===== config.mk =====
export PLATFORM = sky130hd
export DESIGN_NAME = swgc_ctrl
export DESIGN_NICKNAME = d
export VERILOG_FILES = /design/src/hdl/sliding_window_gc_content_assert.svh /design/src/hdl/swgc_pkg.sv /design/src/hdl/swgc_ctrl.sv
export SDC_FILE = /design/constraint.sdc
export NUM_CORES = 1
export LEC_CHECK = 0
export CAP_MARGIN = 20
export CORE_UTILIZATION = 30
export CTS_CLUSTER_DIAMETER = 150
export DETAILED_ROUTE_END_ITERATION = 10
export DONT_BUFFER_PORTS = 1
export PLACE_DENSITY = 0.57
export SETUP_SLACK_MARGIN = 0.2
export SLEW_MARGIN = 20
export SYNTH_ARGS = -nofsm -noshare
export SYNTH_HDL_FRONTEND = slang
export SYNTH_SLANG_ARGS = --single-unit

===== constraint.sdc =====
create_clock -name clk -period 1.33 [get_ports clk]
set_input_delay 0.1995 -clock clk [delete_from_list [all_inputs] [get_ports clk]]
set_output_delay 0.1995 -clock clk [all_outputs]
set_load 0.02 [all_outputs]

===== src/hdl/sliding_window_gc_content_assert.svh =====
// ---------------------------------------------------------------------------
// sliding window gc content assertion macros
// property check macros, empty in synthesis
// ---------------------------------------------------------------------------
`ifndef SLIDING_WINDOW_GC_CONTENT_ASSERT_SVH
`define SLIDING_WINDOW_GC_CONTENT_ASSERT_SVH
`ifndef SYNTHESIS
`define SWGC_ASSERT_IMP(lbl, ante, cons) \
	lbl: assert property (@(posedge clk) disable iff (!arst_n) (ante) |-> (cons)) \
		else $error("swgc assertion failed");
`define SWGC_ASSERT_NXT(lbl, ante, cons) \
	lbl: assert property (@(posedge clk) disable iff (!arst_n) (ante) |=> (cons)) \
		else $error("swgc assertion failed");
`else
`define SWGC_ASSERT_IMP(lbl, ante, cons)
`define SWGC_ASSERT_NXT(lbl, ante, cons)
`endif
`endif


===== src/hdl/swgc_pkg.sv =====
// ---------------------------------------------------------------------------
// swgc_pkg
// shared constants, codes and control types of the gc content block
// ---------------------------------------------------------------------------
package swgc_pkg;

	localparam int WINDOW_MAX = 4096;
	localparam int WIN_AW     = $clog2(WINDOW_MAX);
	localparam int WSZ_W      = 13;
	localparam int SKIP_W     = 32;
	localparam int CNT_W      = 13;
	localparam int TOT_W      = 32;
	localparam int PCT_W      = 14;
	localparam int DIV_W      = TOT_W + PCT_W;
	localparam int DIV_CW     = $clog2(DIV_W);
	localparam int CFG_IDX_W  = 1;
	localparam int CFG_DAT_W  = 32;
	localparam int OUT_DAT_W  = 128;

	localparam logic [CNT_W-1:0] CNT_MAX  = {CNT_W{1'b1}};
	localparam logic [TOT_W-1:0] TOT_MAX  = {TOT_W{1'b1}};
	localparam logic [PCT_W-1:0] PCT_FULL = PCT_W'(10000);
	localparam logic [WSZ_W-1:0] WSZ_MAX  = WSZ_W'(WINDOW_MAX);
	localparam logic [WSZ_W-1:0] WSZ_RST  = WSZ_W'(1000);
	localparam logic [SKIP_W-1:0] SKIP_RST = SKIP_W'(1000);

	localparam logic [7:0] CHAR_G_UP = 8'h47;
	localparam logic [7:0] CHAR_G_LO = 8'h67;
	localparam logic [7:0] CHAR_C_UP = 8'h43;
	localparam logic [7:0] CHAR_C_LO = 8'h63;

	localparam logic [CFG_IDX_W-1:0] REG_WINDOW_SIZE = 1'd0;
	localparam logic [CFG_IDX_W-1:0] REG_SKIP_SIZE   = 1'd1;

	typedef enum logic [1:0] {
		DIV_MOD  = 2'd0,
		DIV_WPCT = 2'd1,
		DIV_TPCT = 2'd2
	} div_sel_t;

	typedef struct packed {
		logic     load;
		logic     ram_rd;
		logic     div_go;
		div_sel_t div_sel;
		logic     load_win;
		logic     load_tot;
		logic     update;
		logic     clear;
	} cmd_t;

	typedef struct packed {
		logic full;
		logic hit;
		logic last;
		logic div_done;
	} sts_t;

endpackage


===== src/hdl/swgc_ctrl.sv =====
// ---------------------------------------------------------------------------
// swgc_ctrl
// sequencer for one item: window check, divisions, result hand-off, update
// ---------------------------------------------------------------------------
module swgc_ctrl (
	input  logic           clk,
	input  logic           arst_n,
	input  logic           in_valid,
	output logic           in_ready,
	output logic           out_valid,
	input  logic           out_ready,
	input  swgc_pkg::sts_t sts,
	output swgc_pkg::cmd_t cmd
);

	import swgc_pkg::*;

	typedef enum logic [8:0] {
		ST_IDLE   = 9'b000000001,
		ST_CHECK  = 9'b000000010,
		ST_MOD    = 9'b000000100,
		ST_WPCT   = 9'b000001000,
		ST_WOUT   = 9'b000010000,
		ST_UPDATE = 9'b000100000,
		ST_TSTART = 9'b001000000,
		ST_TPCT   = 9'b010000000,
		ST_TOUT   = 9'b100000000
	} state_t;

	state_t state_q;
	state_t state_nxt;

	assign in_ready  = (state_q == ST_IDLE);
	assign out_valid = (state_q == ST_WOUT) || (state_q == ST_TOUT);

	always_comb begin
		state_nxt   = state_q;
		cmd         = '0;
		cmd.div_sel = DIV_MOD;
		case (state_q)
			ST_IDLE: begin
				if (in_valid) begin
					cmd.load  = 1'b1;
					state_nxt = ST_CHECK;
				end
			end
			ST_CHECK: begin
				if (sts.full) begin
					cmd.ram_rd = 1'b1;
					cmd.div_go = 1'b1;
					state_nxt  = ST_MOD;
				end else begin
					state_nxt = ST_UPDATE;
				end
			end
			ST_MOD: begin
				if (sts.div_done) begin
					if (sts.hit) begin
						cmd.div_go  = 1'b1;
						cmd.div_sel = DIV_WPCT;
						state_nxt   = ST_WPCT;
					end else begin
						state_nxt = ST_UPDATE;
					end
				end
			end
			ST_WPCT: begin
				if (sts.div_done) begin
					cmd.load_win = 1'b1;
					state_nxt    = ST_WOUT;
				end
			end
			ST_WOUT: begin
				if (out_ready) begin
					state_nxt = ST_UPDATE;
				end
			end
			ST_UPDATE: begin
				cmd.update = 1'b1;
				state_nxt  = sts.last ? ST_TSTART : ST_IDLE;
			end
			ST_TSTART: begin
				cmd.div_go  = 1'b1;
				cmd.div_sel = DIV_TPCT;
				state_nxt   = ST_TPCT;
			end
			ST_TPCT: begin
				cmd.div_sel = DIV_TPCT;
				if (sts.div_done) begin
					cmd.load_tot = 1'b1;
					state_nxt    = ST_TOUT;
				end
			end
			ST_TOUT: begin
				if (out_ready) begin
					cmd.clear = 1'b1;
					state_nxt = ST_IDLE;
				end
			end
			default: begin
				state_nxt = ST_IDLE;
			end
		endcase
	end

	always_ff @(posedge clk or negedge arst_n) begin
		if (!arst_n) begin
			state_q <= ST_IDLE;
		end else begin
			state_q <= state_nxt;
		end
	end

endmodule


# --- Word level (Yosys, flattened, before mapping) ---
# Index checks and enable logic that the tools add are counted.
classes:
  eq_ne: 15
  muxes: 24
  n_reduce_logical: 3
ops:
  columns: ["op", "n"]
  rows:
  - ["$pmux W9 S9", 1]
  - ["$mux W9", 6]
  - ["$mux W6", 2]
  - ["$ne A2 B2 Y1 const B", 6]
  - ["$eq A9 B1 Y1 const B", 1]
  - ["$eq A9 B2 Y1 const B", 1]
  - ["$eq A9 B3 Y1 const B", 1]
  - ["$eq A9 B4 Y1 const B", 1]
  - ["$eq A9 B5 Y1 const B", 1]
  - ["$eq A9 B6 Y1 const B", 1]
  - ["$eq A9 B7 Y1 const B", 1]
  - ["$eq A9 B8 Y1 const B", 1]
  - ["$eq A9 B9 Y1 const B", 1]
  - ["$mux W1", 9]
  - ["$mux W7", 1]
  - ["$mux W3", 2]
  - ["$reduce_and A6 Y1", 1]
  - ["$pmux W2 S2", 1]
  - ["$pmux W1 S3", 1]
  - ["$mux W2", 1]
  - ["$reduce_or A2 Y1", 1]
  - ["$logic_or A1 B1 Y1", 1]
word_totals:
  reg_bits: 9
  inputBits: 8

# --- Logic depth before layout (Yosys ltp) ---
depth:
  depth_word: 3
  mapped_depth: 6
  depth_no_buf: 5

# --- Worst setup path after synthesis ---
# Ideal clock, no wire load.
synth_timing:
  kind: "reg2out"
  from: "reg state_q[7]"
  to: "out cmd[8] in the netlist's numbering"
  arrival_time_ns: 1.506
  setup_slack_ns: -0.375
  stages_incl_launch_ff: 6
  path_cell_list: "dfrtp_1 nor3_1 nand2_1 nor2_2 and3_1 and2_1"
synth_rtl:
  columns: ["element", "line", "source"]
  rows:
  - ["start, declared", "swgc_ctrl.sv:30", "state_t state_q;"]
  - ["start signal, assigned", "swgc_ctrl.sv:110", "state_q <= state_nxt;"]
  - ["end, declared", "swgc_ctrl.sv:13", "output swgc_pkg::cmd_t cmd"]

==> results.txt <==
The post-route cell area came out at about 1300 um^2. The signed area change from the synthesized netlist to the final layout is 84.6%. The final routed wirelength across all metal layers came out at 2.42 mm. The worst path uses 136% of the clock period. The checks that failed: negative setup slack. The top-level I/O count came out at 19. The signal on the critical path passes through nor3_4 > nand2_2 > nor3_4 > and3_4. The first TritonRoute pass finished after 4 iterations.

In this run the clock root is driven by a sky130_fd_sc_hd__clkbuf_4. The post-route antenna net violation count is 0. Across the routed clock network, the largest skew measured is 0.00713 ns.

Tracing the worst setup path back leads to its startpoint at state_q[3]. Measured against its own limit, the worst slew margin works out to 70.0%. The clock latency at the later pin of the worst-skew pair came out at 0.28 ns. The hold violation count in the final report is 0. The top achievable clock speed came out at between 500 and 600 MHz.

The die is a little over 50 um wide. The number of synthesized register bits came out at 9. The async set or reset register ratio after synthesis is 100%. The maximum number of pins on one net before global-route repair is 10. The largest registers in the layout are state_q x9. The setup check on the worst reg-to-reg path leaves a slack of -0.40 ns.

The final max-slew violation count came out at 0. The worst path required time came out at about 1.1 ns. In this run the critical register-to-register path is captured at state_q[5]. The overall routing resource usage came out at 20.8%. The type of destination of the critical path is a primary output. TritonCTS built the clock tree. Yosys mapped a number of flops with a built-in enable equal to 0. The half-perimeter wire length after detailed placement is between 1.5 and 2 mm.

A synthesized cell averages 9.23 um^2. The via count of the first global-routing pass was approximately 830. The number of buffers between clock root and the deepest sink came out at 2. For the worst flop-to-flop path, the logic depth is 9.

The minimum clock period came out at 1.81 ns. Setup repair after global routing could not meet its margin everywhere. Counting every net in the synthesized netlist gives just under 90. After detailed routing, the average wire length per cell comes to 15.2 um. Among all flip-flop cells after synthesis, the most frequent one is sky130_fd_sc_hd__dfrtp_1. The routability-driven placement congestion ratio came out at between 0.8 and 0.9. The startpoint identified for the worst register-to-register timing path is state_q[3]. The die boundary height came out at about 50 um. The max-capacitance violation count is 0. The number of nets in the final layout came out at around 140. Data on the critical path arrives at its endpoint at 1.61 ns. The violation count after the first detailed-route iteration is 8.

The maximum fanout count along the critical path came out at 4. In this run the static leakage power is around 0.67 nW. The power per cell area is 1600 nW/um^2. The synthesized netlist cell count came out at 79.

In this design, the stage delay of the slowest critical-path cell is ~0.44 ns. The path category of the worst min-delay check is in2reg. Sequential cells were found to cover approximately 31% of the synthesized design area. The total via count after detailed routing came out at 800. Once placement finished, the instance area stood at around 1000 um^2. state_q holds more flip-flops than any other register.

The clock input transition at the sequential cells of the worst setup and hold paths came out at ~0.07 ns. The transition time at the pin with the least slew margin came out at 0.449 ns. Setup total negative slack on the finished layout was measured at -7.22 ns. Among all stages on the critical path, the largest delay is contributed by sky130_fd_sc_hd__dfrtp_2.

The CTS H-tree depth is 1. The count of endpoints failing setup in the final report is 20. The number of clock buffers added by TritonCTS is 3.

The post-route core utilization came out at around three fifths. The initial antenna violation count came out at 0. By startpoint and endpoint, the worst setup path is classified as reg2out. The flip-flop count of the largest register after layout came out at 9. The flow ran to the end, but the final reports show violations. The vias per cell is 5.00. The fraction of final layout cells with drive strength greater than 1 is around 71%. The post-route worst setup slack came out at -0.482 ns. Counting the fill cells in the layout gives 207. The summed instance area of the synthesized netlist came out at about 730 um^2.

The port buffer count came out at 0. The unique cell type count in the Yosys netlist is 35. The number of rows in the core area is 17. The antenna diode count came out at 0.

The capturing element of the worst setup path is cmd[2]. The die covers 2630 um^2. During synthesis, Yosys emitted a total of 0 warnings. The post-layout total power is about 0.0022 W.

The cell occurring most often along the worst timing path is sky130_fd_sc_hd__nor3_4. The launching element type of the critical path is a register. Counting every sink on the clock net gives 9. The first global-routing pass estimated around 3.9 mm of wire.

The overall overflow remaining after global route is 0. The initial core utilization came out at 32.4%. The core box area came out at about 2300 um^2.

The remaining routing DRC violations came out at 0. The largest voltage drop on the vdd net is approximately 1.1 mV.
## metal layers
metal / share of wire [%] / global-route usage (%) / vias to the layer above
met3: 5.6 / 7.74 / 5
met2: 54 / 37.9 / 21
met1: 39 / 22.7 / 386
met5: 0 / 0 / -
met4: 1.0 / 4.50 / 0
li1: - / - / 388
## metrics by stage
step | hold slack (ns) | instances | worst slack [ns]
2_1_floorplan | -0.0961 | 79 | -0.152
3_3_place_gp | -0.0958 | 133 | -0.235
3_5_place_dp | -0.0959 | 133 | -0.253
4_1_cts | 0.0519 | 153 | -0.461
5_1_grt | 0.0522 | 160 | -0.586
6_report | 0.0476 | 160 | -0.482
## power breakdown
group          total [W]  leakage (nW)  internal, W  switching [W]
combinational    0.00146         0.540     0.000816       0.000649
clock           0.000232        0.0150     0.000116       0.000116
sequential      0.000454         0.111     0.000337       0.000118
## kinds of logic (layout without fill, tap and decap cells)
group | Yosys count | in the layout | synth area share (%)
AO/OA/AOI/OAI | 13 | 13 | 14.1
XOR/XNOR | 4 | 4 | 4.80
buffers and inverters | 9 | 62 | 6.52
flip-flops | 9 | 9 | 31.0
multiplexers | 1 | 1 | 1.37
AND/OR/NAND/NOR | 43 | 43 | 42.2
## cell type report
cell class / count / area (um^2) / area share [%]
multi-input cells: 61 / 596 / 44.2
clock buffers: 4 / 26.3 / 1.95
flip-flops and latches: 9 / 234 / 17.4
well taps: 28 / 35.0 / 2.60
inverters: 5 / 21.3 / 1.58
repair buffers: 53 / 434 / 32.2
## synth_stat cells, types with 2 or more instances
cell | n | area [um^2]
sky130_fd_sc_hd__dfrtp_1 | 8 | 200
sky130_fd_sc_hd__and2_1 | 6 | 37.5
sky130_fd_sc_hd__inv_1 | 5 | 18.8
sky130_fd_sc_hd__nor2_1 | 5 | 18.8
sky130_fd_sc_hd__a21o_1 | 4 | 30.0
sky130_fd_sc_hd__nand2_1 | 4 | 15.0
sky130_fd_sc_hd__nand3_1 | 4 | 20.0
sky130_fd_sc_hd__nor2b_1 | 4 | 25.0
sky130_fd_sc_hd__nor2_2 | 3 | 18.8
sky130_fd_sc_hd__o21ai_1 | 3 | 15.0
sky130_fd_sc_hd__xor2_1 | 3 | 26.3
sky130_fd_sc_hd__and3_1 | 2 | 12.5
sky130_fd_sc_hd__buf_2 | 2 | 10.0
sky130_fd_sc_hd__nand4_1 | 2 | 12.5
sky130_fd_sc_hd__nor3_1 | 2 | 10.0
sky130_fd_sc_hd__nor3_2 | 2 | 20.0
sky130_fd_sc_hd__o22ai_1 | 2 | 12.5
## critical path, delay by kind of cell (launching register included)
family | cells | cell delay (ns)
flip-flops | 1 | 0.44
AND/OR/NAND/NOR | 4 | 0.89
## layout by cell type, fill, tap and decap left out, types with 2 or more instances in the layout
master	netlist	final
sky130_fd_sc_hd__buf_4	1	43
sky130_fd_sc_hd__buf_6	1	9
sky130_fd_sc_hd__dfrtp_2	0	6
sky130_fd_sc_hd__nor2_4	0	5
sky130_fd_sc_hd__nor3_4	1	5
sky130_fd_sc_hd__nor2b_1	4	4
sky130_fd_sc_hd__a21o_1	4	4
sky130_fd_sc_hd__and2_4	0	3
sky130_fd_sc_hd__nor4b_4	1	3
sky130_fd_sc_hd__nand2_2	1	3
sky130_fd_sc_hd__xor2_1	3	3
sky130_fd_sc_hd__o21ai_1	3	3
sky130_fd_sc_hd__and2_1	6	3
sky130_fd_sc_hd__clkbuf_4	0	3
sky130_fd_sc_hd__nand4_1	2	2
sky130_fd_sc_hd__inv_2	0	2
sky130_fd_sc_hd__and3_4	0	2
sky130_fd_sc_hd__nor2_1	5	2
sky130_fd_sc_hd__nand3_2	1	2
sky130_fd_sc_hd__nand3_1	4	2
sky130_fd_sc_hd__inv_1	5	2
sky130_fd_sc_hd__nand2_1	4	2
sky130_fd_sc_hd__o22ai_1	2	2
sky130_fd_sc_hd__dfrtp_1	8	2
## timing repair
item,4_1_cts,5_1_grt
endpoints found under the hold margin,9,0
pin swaps,15,16
hold buffers,1,0
setup buffers,15,7
gates resized for setup,16,11
endpoints found under the setup margin,20,20
## how the worst min path moves through the flow
| stage | from | end | slack (ns) | cells after the start |
|---|---|---|---|---|
| 3_3_place_gp | arst_n | state_q[8] | -0.1 | 0 |
| 3_5_place_dp | arst_n | state_q[6] | -0.1 | 0 |
| 2_1_floorplan | arst_n | state_q[1] | -0.1 | 0 |
| 4_1_cts | sts[1] | state_q[6] | 0.05 | 1 |
| 6_report | sts[1] | state_q[6] | 0.05 | 1 |
| 5_1_grt | in_valid | state_q[1] | 0.05 | 1 |
Note: power is estimated with default switching activity, not from simulation.
